--- src/sca_pkg.sv ---
// shared types, codes and sizes for the sparse column scatter-accumulate core
// no dependencies; used by every module of the core
package sca_pkg;

   // table sizes
   localparam int MAX_COLS    = 1024;
   localparam int MAX_NNZ     = 16384;
   localparam int COL_IW      = $clog2(MAX_COLS);
   localparam int COL_AW      = $clog2(MAX_COLS + 1);
   localparam int SLOT_AW     = $clog2(MAX_NNZ);
   localparam int QUEUE_DEPTH = 2;
   localparam int QPTR_W      = $clog2(QUEUE_DEPTH);

   // operation codes
   localparam logic [1:0] OP_LOAD_COL = 2'd0;
   localparam logic [1:0] OP_LOAD_ROW = 2'd1;
   localparam logic [1:0] OP_ACCUM    = 2'd2;
   localparam logic [1:0] OP_READ     = 2'd3;

   // status codes
   localparam logic [1:0] ST_OK    = 2'd0;
   localparam logic [1:0] ST_RANGE = 2'd1;
   localparam logic [1:0] ST_MISS  = 2'd2;
   localparam logic [1:0] ST_SAT   = 2'd3;

   // register indexes
   localparam logic [1:0] CSR_NUM_COLS   = 2'd0;
   localparam logic [1:0] CSR_ROW_OFFSET = 2'd1;
   localparam logic [1:0] CSR_COL_OFFSET = 2'd2;

   // classified request passed from front to back
   typedef struct packed {
      logic [1:0]         operation;
      logic [14:0]        slot_address;
      logic [14:0]        load_word;
      logic signed [16:0] row;
      logic [COL_IW-1:0]  col;
      logic               col_ok;
      logic signed [63:0] contribution;
      logic               end_of_element;
   } item_type;

endpackage

--- src/sca_queue.sv ---
// short request queue between the front end and the back end
// depends on sca_pkg
module sca_queue (
   input  logic              clock,
   input  logic              reset,
   input  logic              wr,
   input  sca_pkg::item_type wdata,
   output logic              full,
   input  logic              rd,
   output sca_pkg::item_type rdata,
   output logic              empty
);

   sca_pkg::item_type           slots_ff [sca_pkg::QUEUE_DEPTH];
   logic [sca_pkg::QPTR_W-1:0]  wr_ptr_ff, wr_ptr_in;
   logic [sca_pkg::QPTR_W-1:0]  rd_ptr_ff, rd_ptr_in;
   logic [sca_pkg::QPTR_W:0]    count_ff, count_in;

   assign full  = (count_ff == (sca_pkg::QPTR_W+1)'(sca_pkg::QUEUE_DEPTH));
   assign empty = (count_ff == '0);
   assign rdata = slots_ff[rd_ptr_ff];

   // pointer and fill count
   always_comb begin
      wr_ptr_in = wr_ptr_ff;
      rd_ptr_in = rd_ptr_ff;
      count_in  = count_ff;
      if (wr) begin
         wr_ptr_in = (wr_ptr_ff == sca_pkg::QPTR_W'(sca_pkg::QUEUE_DEPTH - 1)) ?
                     '0 : wr_ptr_ff + 1'b1;
      end
      if (rd) begin
         rd_ptr_in = (rd_ptr_ff == sca_pkg::QPTR_W'(sca_pkg::QUEUE_DEPTH - 1)) ?
                     '0 : rd_ptr_ff + 1'b1;
      end
      if (wr && !rd) begin
         count_in = count_ff + 1'b1;
      end else if (rd && !wr) begin
         count_in = count_ff - 1'b1;
      end
   end

   always_ff @(posedge clock) begin
      if (reset) begin
         wr_ptr_ff <= '0;
         rd_ptr_ff <= '0;
         count_ff  <= '0;
      end else begin
         wr_ptr_ff <= wr_ptr_in;
         rd_ptr_ff <= rd_ptr_in;
         count_ff  <= count_in;
      end
   end

   // storage
   always_ff @(posedge clock) begin
      if (wr) begin
         slots_ff[wr_ptr_ff] <= wdata;
      end
   end

endmodule

--- config.mk ---
export PLATFORM = sky130hd
export DESIGN_NAME = sca_queue
export DESIGN_NICKNAME = d
export VERILOG_FILES = /design/src/sca_pkg.sv /design/src/sca_queue.sv
export SDC_FILE = /design/constraint.sdc
export NUM_CORES = 1
export LEC_CHECK = 0
export BUFFER_PORTS_ARGS = -buffer_cell sky130_fd_sc_hd__buf_2
export CAP_MARGIN = 30
export CORE_ASPECT_RATIO = 0.75
export CORE_MARGIN = 2
export CORE_UTILIZATION = 39
export CTS_CLUSTER_DIAMETER = 120
export DETAILED_ROUTE_END_ITERATION = 16
export HOLD_SLACK_MARGIN = 0.06
export SLEW_MARGIN = 20
export SYNTH_ARGS = -nofsm -noshare
export SYNTH_HDL_FRONTEND = slang
export SYNTH_SLANG_ARGS = --single-unit
--- constraint.sdc ---
create_clock -name clock -period 11.05 [get_ports clock]
set_input_delay 0.5525 -clock clock [delete_from_list [all_inputs] [get_ports clock]]
set_output_delay 0.5525 -clock clock [all_outputs]
set_load 0.05 [all_outputs]
==> results.cfg <==
[run_status]
outcome = completed

[flow_run]
cap_violations = 0

[route]
dr_wl_met3_um = 2030
route.met2.wl_um = 7960
ant_nets = 0
dr_total_vias = 4684
drt_pass1_iterations = 4
wl_met1_um = 7860
top_layer_used = met5
drc = 0
routed_wirelength_um = 18300
wl_per_cell_um = 18.1
drt_iter0_markers = 222
vias_per_cell = 4.64

[cts]
cts_resized = 0
insertion_delay_ps = 510
cts_tree = yes
hold_buffers = 0
cts_buffers = 25
cts-root-buf = clkbuf_16
path_clk_slew_ps = 60
clock_sinks = 255
cts_setup_buffers = 0
clockBufferDepth = 3
h-tree-depth = 1

[floorplan]
start_util_pct = 39.5
core-area_mm2 = 0.0238
io_pins = 256
die_area_mm2 = 0.0254
die_h_um = 139
rows = 49
die_x_um = 183

[critical_path]
slowest_delay_ps = 570
r2r-end = slots_ff[0][25]$_DFFE_PP_
path_buf_inv = 3
cp-end-kind = output pin
crit_family = buffers and inverters
regToRegSetupSlack_ps = 8500
path_cells = buf_4, buf_16, mux2_2, buf_2
arrival_ps = 2370
cp_max_fo = 43
worst_path_max_delay_cell = dfxtp_4
critPathKind = flip-flop to output pin
startpoint_type = flip-flop
r2r-start = wr_ptr_ff$_SDFFE_PP0P_
rr_worst_depth = 4
required_ps = 10500

[sta]
fin_skew_ps = 5.71
rsz0062_at_grt = no
tightest_slew_ps = 738
maxSlewViolCount = 0
slew_headroom_pct = 50.8
max_freq_mhz = 342
finalCritPeriodShare_pct = 26.4
finalCriticalPeriod_ps = 2920
setup_violations = 0
fin_tns_setup_ps = 0
finalHoldViolCount = 0
setup_ws_ps = 8130

[place]
gp_congestion = 0.772
placed_cells = 962
dpl_worst_slack_ps = 7840
io_buffers = 255
dp_hpwl_um = 12100

[min_path]
holdCritStartpoint = wdata[31]
min_to = slots_ff[0][31]$_DFFE_PP_
min_path_cells = 1
hold_class = input port to flip-flop

[grt]
gr-total-overflow = 0
grt_pass1_wl_um = 27200
grt_pass1_vias = 4847
grt_max_degree = 74
antenna_found_initial = 5
grtUsageTotal_pct = 13.8

[pwr]
leakagePower_nw = 4.54
powerDensity_mw_per_mm2 = 197
ir_drop_uv = 124

[yosys]
synth_compound_area_share_pct = 0.106
synth_seq_cells = 255
synthMuxAreaShare_pct = 16.9
syn_nets = 541
ys_warn_count = 0
yosysSeqAreaShare_pct = 80.7
syn_area_mm2 = 0.00942
syn_area_per_cell_um2 = 22.9
yosys.cell_types.count = 16
synthSimpleGateAreaFrac_pct = 0.465
synthXorXnorAreaFrac_pct = 0.372
syn_inst = 411
synth_fa_ha_area_share_pct = 0.133
synth_top_family_by_area = multiplexers

[cells_and_area]
num-fill-cells = 1937
final_cells = 1010
synthToLayoutAreaGrowth_pct = 26.0
fin_nets = 817
final_core_util_pct = 49.8
drive_above_1_share_pct = 60.2
[Yosys cell counts, drive strengths merged]
cell,number,area (µm²)
a21oi,1,5.00
and2,1,6.26
buf,14,114
dfxtp,5,100
edfxtp,250,7510
ha,1,12.5
inv,1,3.75
mux2,125,1600
nor2,5,18.8
nor2b,2,12.5
o21ai,1,5.00
or3,1,6.26
xnor2,2,17.5
xor2,2,17.5
[cell families (layout without fill, tap and decap cells)]
family                   Yosys count  count (layout)
flip-flops                       255             255
multiplexers                     125             125
buffers and inverters             15             305
AND/OR/NAND/NOR                    9               9
XOR/XNOR                           4               4
AO/OA/AOI/OAI                      2               2
adder cells (fa/ha/maj)            1               1
other                              0               3
[cells in the final DEF (no fill, tap or decap)]
cell	Yosys	routed
clkinv_1	0	2
diode_2	0	3
dfxtp_1	5	4
and2_4	0	1
buf_2	7	255
mux2_2	75	75
o21ai_0	1	1
bufinv_16	0	2
nor2b_4	0	1
inv_1	1	1
clkinv_2	0	4
or3_1	1	1
a21oi_1	1	1
ha_1	1	1
nor2_1	5	5
clkbuf_1	0	8
clkbuf_16	0	25
xor2_1	2	2
edfxtp_1	250	250
mux2_4	50	50
xnor2_1	2	2
buf_4	0	4
dfxtp_4	0	1
nor2b_1	2	1
buf_16	0	4
[state kept, by name (all words and copies together) (netlist names), named ones only]
register   flops
wr_ptr_ff      1
rd_ptr_ff      1
count_ff       2
slots_ff     250
[per-layer routing]
layer	vias up	track usage [%]
met5	-	0
met2	199	20.9
met1	2265	17.9
met4	4	3.79
met3	33	6.28
li1	2183	-
[how the worst max path moves through the flow]
stage | slack, ps | end | cells past startpoint | from
6_report | 8130 | rdata[104] | 4 | flip-flop
5_1_grt | 8010 | rdata[109] | 4 | flip-flop
4_1_cts | 7330 | rdata[110] | 3 | flip-flop
3_5_place_dp | 7840 | slots_ff[0][77]$_DFFE_PP_ | 4 | wr
3_3_place_gp | 7920 | slots_ff[0][104]$_DFFE_PP_ | 4 | wr
2_1_floorplan | 4450 | slots_ff[0][0]$_DFFE_PP_ | 1 | wr
[area by class of cell]
type                    instances  area [µm²]  share of cell area [%]
diodes                          3        7.51                  0.0632
clock inverters                 8        87.6                   0.738
clock buffers                  33         656                    5.52
well taps                     306         383                    3.23
multi-input cells             141        1710                    14.4
flip-flops and latches        255        7610                    64.1
inverters                       1        3.75                  0.0316
repair buffers                263        1420                    11.9
[power breakdown]
group	switching, W	internal [W]
Sequential	0.0000174	0.00113
Combinational	0.000284	0.000123
Clock	0.000327	0.000459
Total	0.000629	0.00171
[metrics by stage]
step | total power, W | area [µm²] | hold slack, ps
after floorplan | 0.00148 | 9420 | 461
after global placement | 0.00156 | 11000 | 476
after detailed placement | 0.00157 | 11000 | 495
after CTS | 0.00237 | 11800 | 202
after global routing | 0.00243 | 11900 | 200
final | 0.00234 | 11900 | 230
(Power assumes the default switching activity.)
