`src/sca_pkg.sv`:
```
// shared types, codes and sizes for the sparse column scatter-accumulate core
// no dependencies; used by every module of the core
package sca_pkg;

   // table sizes
   localparam int MAX_COLS    = 1024;
   localparam int MAX_NNZ     = 16384;
   localparam int COL_IW      = $clog2(MAX_COLS);
   localparam int COL_AW      = $clog2(MAX_COLS + 1);
   localparam int SLOT_AW     = $clog2(MAX_NNZ);
   localparam int QUEUE_DEPTH = 2;
   localparam int QPTR_W      = $clog2(QUEUE_DEPTH);

   // operation codes
   localparam logic [1:0] OP_LOAD_COL = 2'd0;
   localparam logic [1:0] OP_LOAD_ROW = 2'd1;
   localparam logic [1:0] OP_ACCUM    = 2'd2;
   localparam logic [1:0] OP_READ     = 2'd3;

   // status codes
   localparam logic [1:0] ST_OK    = 2'd0;
   localparam logic [1:0] ST_RANGE = 2'd1;
   localparam logic [1:0] ST_MISS  = 2'd2;
   localparam logic [1:0] ST_SAT   = 2'd3;

   // register indexes
   localparam logic [1:0] CSR_NUM_COLS   = 2'd0;
   localparam logic [1:0] CSR_ROW_OFFSET = 2'd1;
   localparam logic [1:0] CSR_COL_OFFSET = 2'd2;

   // classified request passed from front to back
   typedef struct packed {
      logic [1:0]         operation;
      logic [14:0]        slot_address;
      logic [14:0]        load_word;
      logic signed [16:0] row;
      logic [COL_IW-1:0]  col;
      logic               col_ok;
      logic signed [63:0] contribution;
      logic               end_of_element;
   } item_type;

endpackage

```
`src/sca_front.sv`:
```
// front end: configuration registers, request intake and classification
// depends on sca_pkg
module sca_front (
   input  logic                clock,
   input  logic                reset,
   input  logic                csr_psel,
   input  logic                csr_penable,
   input  logic                csr_pwrite,
   input  logic [3:0]          csr_paddr,
   input  logic [31:0]         csr_pwdata,
   output logic [31:0]         csr_prdata,
   output logic                csr_pready,
   input  logic                req_valid,
   output logic                req_ready,
   input  logic [1:0]          req_operation,
   input  logic [14:0]         req_slot_address,
   input  logic [14:0]         req_load_word,
   input  logic signed [15:0]  req_row_index,
   input  logic signed [15:0]  req_column_index,
   input  logic signed [63:0]  req_contribution,
   input  logic                req_end_of_element,
   input  logic                clearing,
   input  logic                q_full,
   output logic                q_wr,
   output sca_pkg::item_type   q_wdata
);

   logic [10:0]        num_cols_ff, num_cols_in;
   logic signed [15:0] row_offset_ff, row_offset_in;
   logic signed [15:0] col_offset_ff, col_offset_in;
   logic               csr_wr;
   logic [1:0]         csr_idx;
   logic signed [16:0] col_sum;
   logic signed [16:0] col_limit;

   // register writes
   assign csr_pready = 1'b1;
   assign csr_wr     = csr_psel & csr_penable & csr_pwrite;
   assign csr_idx    = csr_paddr[3:2];

   always_comb begin
      num_cols_in   = num_cols_ff;
      row_offset_in = row_offset_ff;
      col_offset_in = col_offset_ff;
      if (csr_wr) begin
         unique case (csr_idx)
            sca_pkg::CSR_NUM_COLS:   num_cols_in   = csr_pwdata[10:0];
            sca_pkg::CSR_ROW_OFFSET: row_offset_in = csr_pwdata[15:0];
            sca_pkg::CSR_COL_OFFSET: col_offset_in = csr_pwdata[15:0];
            default: ;
         endcase
      end
   end

   always_ff @(posedge clock) begin
      if (reset) begin
         num_cols_ff   <= 11'(sca_pkg::MAX_COLS);
         row_offset_ff <= '0;
         col_offset_ff <= '0;
      end else begin
         num_cols_ff   <= num_cols_in;
         row_offset_ff <= row_offset_in;
         col_offset_ff <= col_offset_in;
      end
   end

   // register reads
   always_comb begin
      unique case (csr_idx)
         sca_pkg::CSR_NUM_COLS:   csr_prdata = {21'd0, num_cols_ff};
         sca_pkg::CSR_ROW_OFFSET: csr_prdata = {16'd0, row_offset_ff};
         sca_pkg::CSR_COL_OFFSET: csr_prdata = {16'd0, col_offset_ff};
         default:                 csr_prdata = '0;
      endcase
   end

   // intake: hold off while the queue is full or the sums are being cleared
   assign req_ready = ~q_full & ~clearing;
   assign q_wr      = req_valid & req_ready;

   // offset the column and check it against the columns in use
   assign col_sum   = 17'(req_column_index) + 17'(col_offset_ff);
   assign col_limit = (num_cols_ff > 11'(sca_pkg::MAX_COLS)) ?
                      17'(sca_pkg::MAX_COLS) : $signed({6'd0, num_cols_ff});

   always_comb begin
      q_wdata.operation      = req_operation;
      q_wdata.slot_address   = req_slot_address;
      q_wdata.load_word      = req_load_word;
      q_wdata.row            = 17'(req_row_index) + 17'(row_offset_ff);
      q_wdata.col            = col_sum[sca_pkg::COL_IW-1:0];
      q_wdata.col_ok         = (col_sum >= 17'sd0) && (col_sum < col_limit);
      q_wdata.contribution   = req_contribution;
      q_wdata.end_of_element = req_end_of_element;
   end

endmodule

```
`config.mk`:
```
export PLATFORM = sky130hd
export DESIGN_NAME = sca_front
export DESIGN_NICKNAME = d
export VERILOG_FILES = /design/src/sca_pkg.sv /design/src/sca_front.sv
export SDC_FILE = /design/constraint.sdc
export NUM_CORES = 1
export LEC_CHECK = 0
export BUFFER_PORTS_ARGS = -buffer_cell sky130_fd_sc_hd__buf_2
export CORE_AREA = 4 4 129 131
export DETAILED_ROUTE_END_ITERATION = 8
export DIE_AREA = 0 0 133 135
export HOLD_SLACK_MARGIN = 0.02
export PLACE_DENSITY_LB_ADDON = 0.3
export SYNTH_ARGS = -nofsm -noshare
export SYNTH_HDL_FRONTEND = slang
export SYNTH_SLANG_ARGS = --single-unit
```
`constraint.sdc`:
```
create_clock -name clock -period 15.9 [get_ports clock]
set_input_delay 3.975 -clock clock [delete_from_list [all_inputs] [get_ports clock]]
set_output_delay 3.975 -clock clock [all_outputs]
set_load 0.01 [all_outputs]
```
==> impl_metrics.tcl, run 1 <==
set metrics [dict create \
    vdd_drop_max_v 0.0000376 \
    layout.cells.most_common "nand2_1" \
    final-setup-viol-count 0 \
    powerDensity_mw_per_mm2 63.5 \
    die_y_um 135 \
    die-area_sq_mm 0.0180 \
    final_antenna_net_count 0 \
    drtIter0Drc 123 \
    place_area_sq_mm 0.00427 \
    required_ps 11930 \
    hp-class "reg -> reg" \
    nets 793 \
    clkTransAtPathRegs_ps 60 \
    post_cts_buffers 0 \
    viasPerCell 4.54 \
    status "finished, final reports clean" \
    grt_pass1_wl_um 18000 \
    worst_pin_slew_ps 1170 \
    multiInputGateArea_sq_mm 0.00256 \
    die_w_um 133 \
    worstSetupEndpointType "primary output" \
    clock_latency_ps 290 \
    max_cap_violations 0 \
    cts-buffers-inserted 5 \
    ff2ff_path_depth 3 \
    diodes 0 \
    yosysUniqueCellTypes 48 \
    hold_buffers 0 \
    finalHoldViolations 0 \
    seq_power_share_pct 39.3 \
    grt_max_degree 44 \
    drc 0 \
    fin_tns_setup_ps 0 \
    p_leak_nw 1.93 \
    avgSynthCellArea_sq_um 7.46 \
    critPathArrivalTime_ps 7270 \
    p_sw_mw 0.0761 \
    yosysSeqAreaShare_pct 19.9 \
    ys_ff_latch 43 \
    p_int_mw 0.205 \
    grt_pass1_vias 3470 \
    synthCells 580 \
    cts_resized 0 \
    hold_depth 2 \
    syn-cell-area_sq_mm 0.00433 \
    fp.coreArea_sq_mm 0.0156 \
    layout-drive-gt1-share_pct 20.9 \
    drv_slew 0 \
    fillers 1743 \
    rsz0062_at_grt "false" \
    drt_wl_total_um 11400 \
    synth_top_cell_area_share_pct 19.9 \
    clkPwrFrac_pct 41.2 \
    clock-sinks 43 \
    crit_fanout 3 \
    gp_congestion 0.770 \
    rows 46 \
    area.growth.synth_to_final_pct 2.37 \
    yosysTopAreaCell "dfxtp_1" \
    cp-start-kind "input port" \
    ys_top_cells_by_area "dfxtp_1, buf_4, ha_1" \
    tritoncts "done" \
    synth_edf_count 0 \
    dp_hpwl_um 9330 \
    antenna_found_initial 4 \
    wl_per_cell_um 14.4 \
    min_period_over_period_pct 70.7 \
    yosys_warnings 0 \
    stdcell_area_sq_mm 0.00443 \
    final_cell_mix "nand2_1, buf_2, a21oi_1" \
    cts_buffer_depth 2 \
    skew_ps 0 \
    fmax_mhz 89.0 \
    period_minus_slack_ps 11240 \
    crit_type "in -> out" \
    htreeDepth 2 \
    pin_count 333 \
    num_vias 3594 \
    root_buffer "clkbuf_16" \
    grt_util_all_layers_pct 12.3 \
    swShare_pct 27.1 \
    first_pass_iters 4 \
    combinationalPowerShare_pct 19.5 \
    grt.overflow.total 0 \
    start_util_pct 27.7 \
    io_buffers 103 \
    seqCellArea_sq_um 861 \
    synth-main-ff-cell "dfxtp_1" \
    max_slew_margin_pct 22.0 \
    synthArstFlopShare_pct 0 \
]
[per-layer routing]
layer  global-route usage (%)  up-vias  wire, um
met5                        0        -        54
met1                     16.2     1583      5270
li1                         -     1848         -
met2                     19.3      124      5020
met4                     2.77        8       164
met3                     4.66       31       897
[flip-flops by register name, summed over array words and instances (netlist names)]
register	flops
col_offset_ff	16
row_offset_ff	16
num_cols_ff	11
[power by group through the flow]
stage          Sequential (mW)  Clock (mW)  Combinational, mW
3_5_place_dp             0.113           0             0.0553
4_1_cts                  0.110       0.118             0.0557
6_report                 0.110       0.116             0.0549
3_3_place_gp             0.113           0             0.0554
2_1_floorplan            0.112           0             0.0624
5_1_grt                  0.111       0.123             0.0617
[worst paths after layout]
kind / startpoint / end / slack, ps
hold / removal: num_cols_ff[8] / num_cols_ff[8] / 470
setup reg to reg: num_cols_ff[10] / num_cols_ff[10] / 14850
setup / recovery: req_column_index[0] / q_wdata[65] / 4660
hold reg to reg: num_cols_ff[8] / num_cols_ff[8] / 470
[per-stage QoR]
stage / worst slack (ps) / util (%) / instances / hold WS [ps] / total power, mW
6_report: 4660 / 28.4 / 791 / 470 / 0.281
5_1_grt: 4340 / 28.4 / 791 / 496 / 0.295
4_1_cts: 4590 / 28.4 / 791 / 473 / 0.284
3_5_place_dp: 4620 / 27.4 / 784 / 464 / 0.168
3_3_place_gp: 4660 / 27.4 / 784 / 464 / 0.168
2_1_floorplan: 5130 / - / 595 / 449 / 0.175
[cell usage after synthesis (all sizes together) (11+ instances only)]
cell	instances
clkbuf	16
ha	43
mux2i	14
a21oi	58
nand3	11
nand2	121
nor3	13
xnor2	19
o21ai	27
buf	116
inv	12
dfxtp	43
nor2	19
[cells by family after synthesis]
family,Yosys count,share of synthesized area [%]
XOR/XNOR,23,4.66
AO/OA/AOI/OAI,129,18.7
adder cells (fa/ha/maj),45,13.4
other,2,0.174
multiplexers,14,3.24
flip-flops,43,19.9
buffers and inverters,144,22.4
AND/OR/NAND/NOR,180,17.5
[cell type report]
| cell class | count | area share (%) |
|---|---|---|
| Clock buffer | 6 | 2.91 |
| Clock inverter | 1 | 0.678 |
| Inverter | 12 | 1.02 |
| Multi-Input combinational cell | 408 | 57.9 |
| Sequential cell | 43 | 19.4 |
| Tap cell | 216 | 6.10 |
| Timing Repair Buffer | 105 | 12.0 |
[worst max-delay path, cell delays in order]
cell,delay [ps]
buf_2,100
ha_1,210
fa_1,450
a21o_1,190
a21oi_1,170
xnor2_1,170
ha_1,260
o21ai_0,140
a21oi_1,60
o211a_1,210
a2111oi_0,460
o211ai_1,240
a2111oi_2,320
ha_1,190
buf_2,120
Note: power is estimated with default switching activity, not from simulation.
==> inputs of run 2 (changes only) <==
==> constraint.sdc (replaced) <==
create_clock -name clock -period 11.2 [get_ports clock]
set_input_delay 2.8 -clock clock [delete_from_list [all_inputs] [get_ports clock]]
set_output_delay 2.8 -clock clock [all_outputs]
set_load 0.01 [all_outputs]
==> impl_metrics.tcl, run 2 (synthesis gave the netlist of run 1 again) <==
set metrics [dict create \
    status "finished, final reports clean" \
    htreeDepth 2 \
    clkTransAtPathRegs_ps 60 \
    post_cts_buffers 0 \
    layout.cells.most_common "nand2_1" \
    vdd_drop_max_v 0.0000476 \
    powerDensity_mw_per_mm2 86.0 \
    drt_wl_total_um 11300 \
    crit_fanout 3 \
    skew_ps 0 \
    num_vias 3613 \
    clock-sinks 43 \
    grt_max_degree 44 \
    critical-path-top-delay-family "compound AO/OA/AOI/OAI gates" \
    grt_pass1_wl_um 17800 \
    rows 46 \
    final-setup-viol-count 0 \
    power.total_mw 0.379 \
    hp-class "reg -> reg" \
    die_y_um 135 \
    area.growth.synth_to_final_pct 2.02 \
    worstPathBufferInverterCount 2 \
    cpMaxStageDelayCell "fa_1" \
    drc 0 \
    die-area_sq_mm 0.0180 \
    place_area_sq_mm 0.00427 \
    cts_buffer_depth 2 \
    grt.overflow.total 0 \
    tritoncts "done" \
    stdcell_area_sq_mm 0.00441 \
    critPathMaxStageDelay_ps 460 \
    drtIter0Drc 153 \
    antenna_found_initial 2 \
    p_leak_nw 1.93 \
    nets 793 \
    grt_pass1_vias 3540 \
    finalHoldViolations 0 \
    crit_type "in -> out" \
    pin_count 333 \
    clock_latency_ps 290 \
    cts-buffers-inserted 5 \
    top_regs "col_offset_ff: 16 flops, row_offset_ff: 16 flops, num_cols_ff: 11 flops" \
    fillers 1766 \
    worst_pin_slew_ps 1090 \
    fp.coreArea_sq_mm 0.0156 \
    cts_resized 0 \
    cp-start-kind "input port" \
    io_buffers 103 \
    grt_util_all_layers_pct 12.2 \
    final_cell_mix "nand2_1, buf_2, a21oi_1" \
    fin_tns_setup_ps 0 \
    hold_buffers 0 \
    layout-drive-gt1-share_pct 21.0 \
    cpMostUsedCell "ha_1" \
    viasPerCell 4.57 \
    die_w_um 133 \
    worstSetupEndpointType "primary output" \
    critical_path.cell_chain "buf_2 > ha_1 > fa_1 > a21o_1 > a21oi_1 > xnor2_1 > ha_1 > o21ai_0 > a21oi_1 > o211a_1 > a2111oi_0 > o211ai_1 > a2111oi_2 > ha_1 > buf_2" \
    dp_hpwl_um 9340 \
    fmax_mhz 112 \
    wl_per_cell_um 14.3 \
    max_slew_margin_pct 27.0 \
    rsz0062_at_grt "false" \
    final_antenna_net_count 0 \
    max_cap_violations 0 \
    start_util_pct 27.7 \
    drv_slew 0 \
    first_pass_iters 4 \
    period_minus_slack_ps 8890 \
    critPathArrivalTime_ps 6090 \
    required_ps 8400 \
    min_period_over_period_pct 79.4 \
    diodes 0 \
    root_buffer "clkbuf_16" \
    gp_congestion 0.779 \
]
[run 2: changes by cell type in the layout (fill, tap and decap cells not counted), sizes merged]
cell / change
bufinv: -1
clkinv: +1
[run 2: layout make-up]
type | count | area [sq um] | area share, %
multi-input cells | 408 | 2560 | 58.1
flip-flops and latches | 43 | 861 | 19.5
repair buffers | 105 | 531 | 12.0
well taps | 216 | 270 | 6.12
clock buffers | 6 | 139 | 3.15
inverters | 12 | 45.0 | 1.02
clock inverters | 1 | 5.00 | 0.113
[run 2: final timing paths]
path	end	from	depth (start not counted)	slack, ps
setup / recovery	q_wdata[65]	req_column_index[0]	15	2310
hold / removal	num_cols_ff[8]	num_cols_ff[8]	2	470
setup reg to reg	num_cols_ff[10]	num_cols_ff[10]	3	10130
hold reg to reg	num_cols_ff[8]	num_cols_ff[8]	2	470
[run 2: power by group]
| group | leakage (nW) | internal, mW | total (mW) | switching, mW |
|---|---|---|---|---|
| combinational | 1.51 | 0.0319 | 0.0776 | 0.0457 |
| sequential | 0.347 | 0.155 | 0.157 | 0.00181 |
| clock | 0.0727 | 0.0870 | 0.145 | 0.0580 |
[run 2: metrics by stage]
step                      instances  util, %  hold slack [ps]  setup slack (ps)
after detailed placement        784     27.4              466              2330
after floorplan                 595        -              449              2780
after global routing            791     28.3              500              2050
after CTS                       791     28.3              474              2300
final                           791     28.3              470              2310
after global placement          784     27.4              462              2340
[run 2: routing by layer]
metal / share of wire, % / vias up / track usage (%) / routed length [um]
met4: 1.3 / 4 / 2.42 / 149
li1: - / 1851 / - / -
met1: 46 / 1601 / 16.0 / 5240
met3: 7.4 / 28 / 4.10 / 836
met2: 45 / 129 / 19.6 / 5060
met5: 0.20 / - / 0 / 23
[run 2: tightest hold or removal path, cell delays in order, from the launching register on]
cell and delay, ps:
dfxtp_1 320, nand2_1 50, a21oi_1 50
==> inputs of run 3 (changes only) <==
==> constraint.sdc (replaced) <==
create_clock -name clock -period 9.3 [get_ports clock]
set_input_delay 2.325 -clock clock [delete_from_list [all_inputs] [get_ports clock]]
set_output_delay 2.325 -clock clock [all_outputs]
set_load 0.01 [all_outputs]
==> impl_metrics.tcl, run 3 (synthesis gave the netlist of run 1 again) <==
set metrics [dict create \
    area.growth.synth_to_final_pct 1.88 \
    dp_hpwl_um 9320 \
    hp-start "num_cols_ff[9]" \
    required_ps 6980 \
    critPathMaxStageDelay_ps 470 \
    critical_path.cell_chain "buf_2 > ha_1 > fa_1 > a21o_1 > a21oi_1 > xnor2_1 > ha_1 > o21ai_0 > a21oi_1 > o211a_1 > a2111oi_0 > o211ai_1 > a2111oi_2 > ha_1 > buf_2" \
    grt_pass1_wl_um 17700 \
    crit_type "in -> out" \
    cp-start-kind "input port" \
    min_period_over_period_pct 85.7 \
    fin_tns_setup_ps 0 \
    gp_congestion 0.781 \
    holdWs_ps 475 \
    root_buffer "clkbuf_16" \
    io_buffers 103 \
    wl_per_cell_um 14.2 \
    cp_num_cells 15 \
    rr_endpoint "num_cols_ff[10]" \
    finalHoldViolations 0 \
    vdd_drop_max_v 0.0000623 \
    combinationalPowerShare_pct 20.8 \
    p_leak_nw 1.92 \
    layout.cells.most_common "nand2_1" \
    grt_pass1_vias 3408 \
    first_pass_iters 4 \
    hold_depth 2 \
    layout-drive-gt1-share_pct 20.8 \
    tritoncts "done" \
    diodes 0 \
    clkPwrFrac_pct 37.3 \
    post-place-ws_ps 1310 \
    layout_setup_ws_ps 1330 \
    clock-sinks 43 \
    drtIter0Drc 165 \
    crit_fanout 3 \
    critPathArrivalTime_ps 5640 \
    power.total_mw 0.451 \
    worstPathBufferInverterCount 2 \
    viasPerCell 4.57 \
    rsz0062_at_grt "false" \
    cpMaxStageDelayCell "a2111oi_0" \
    die-area_sq_mm 0.0180 \
    worst_pin_slew_ps 1050 \
    rows 46 \
    top_regs "col_offset_ff: 16 flops, row_offset_ff: 16 flops, num_cols_ff: 11 flops" \
    grt_util_all_layers_pct 12.2 \
    p_sw_mw 0.127 \
    p_int_mw 0.324 \
    layoutNonFillerInstCount 792 \
    r2r_slack_ps 8230 \
    die_w_um 133 \
    worstSetupEndpointType "primary output" \
    hp-class "reg -> reg" \
    htreeDepth 2 \
    num_vias 3618 \
    die_y_um 135 \
    worstReg2RegStart "num_cols_ff[10]" \
    antenna_found_initial 3 \
    swShare_pct 28.1 \
    cts_resized 0 \
    clkTransAtPathRegs_ps 60 \
    fp.coreArea_sq_mm 0.0156 \
    fillers 1752 \
    drt_wl_total_um 11200 \
    pin_count 333 \
    cts-buffers-inserted 5 \
    grt.overflow.total 0 \
    place_inst 784 \
    status "finished, final reports clean" \
    critical-path-top-delay-family "compound AO/OA/AOI/OAI gates" \
    max_cap_violations 0 \
    seq_power_share_pct 41.9 \
    skew_ps 0 \
    cpMostUsedCell "ha_1" \
    nets 793 \
    start_util_pct 27.7 \
    drc 0 \
    powerDensity_mw_per_mm2 102 \
    clock_latency_ps 280 \
    drv_slew 0 \
    ff2ff_path_depth 3 \
    final_antenna_net_count 0 \
    max_slew_margin_pct 29.4 \
    final-setup-viol-count 0 \
    post_cts_buffers 0 \
    hold_end "num_cols_ff[9]" \
    cts_buffer_depth 2 \
    grt_max_degree 44 \
    final_cell_mix "nand2_1, buf_2, a21oi_1" \
    fmax_mhz 126 \
    hold_buffers 0 \
    period_minus_slack_ps 7970 \
]
## run 3: changes by cell type in the layout (fill, tap and decap cells not counted)
| cell | change |
|---|---|
| clkbuf_1 | +2 |
| clkbuf_8 | -1 |
## run 3: layer usage
metal  wire, um  track usage (%)  part of all wire [%]  vias to the layer above
met2       4990             19.2                    44                      133
met5         41                0                  0.36                        -
met1       5150             16.2                    46                     1601
met3        925             4.43                   8.2                       24
li1           -                -                     -                     1854
met4        129             2.25                   1.1                        6
## run 3: final cells by class
type | count | area [sq um] | share of cell area, %
Clock inverter | 1 | 5.00 | 0.114
Clock buffer | 7 | 133 | 3.01
Multi-Input combinational cell | 408 | 2560 | 58.1
Sequential cell | 43 | 861 | 19.5
Timing Repair Buffer | 105 | 531 | 12.0
Inverter | 12 | 45.0 | 1.02
Tap cell | 216 | 270 | 6.13
## run 3: power by group through the flow
stage               Combinational [mW]  Sequential (mW)  Clock, mW
floorplan                        0.107            0.192          0
global placement                0.0946            0.193          0
detailed placement              0.0946            0.193          0
CTS                             0.0952            0.189      0.175
global route                     0.106            0.189      0.183
finish                          0.0940            0.189      0.168
## run 3: stage by stage
step | area, sq um | utilization, %
floorplan | 4380 | -
global placement | 4270 | 27.4
detailed placement | 4270 | 27.4
CTS | 4410 | 28.3
global route | 4410 | 28.3
finish | 4410 | 28.3
## run 3: worst min-delay path, cell delays in order, from the launching register on
cell	delay, ps
dfxtp_1	320
nand2_1	60
a21oi_1	50
## run 3: worst max-delay path by stage
stage | from | endpoint | slack [ps]
6_report | req_column_index[0] | q_wdata[65] | 1330
5_1_grt | req_column_index[0] | q_wdata[65] | 1040
4_1_cts | req_column_index[0] | q_wdata[65] | 1280
3_5_place_dp | req_column_index[0] | q_wdata[65] | 1310
3_3_place_gp | req_column_index[0] | q_wdata[65] | 1340
2_1_floorplan | req_column_index[0] | q_wdata[65] | 1830
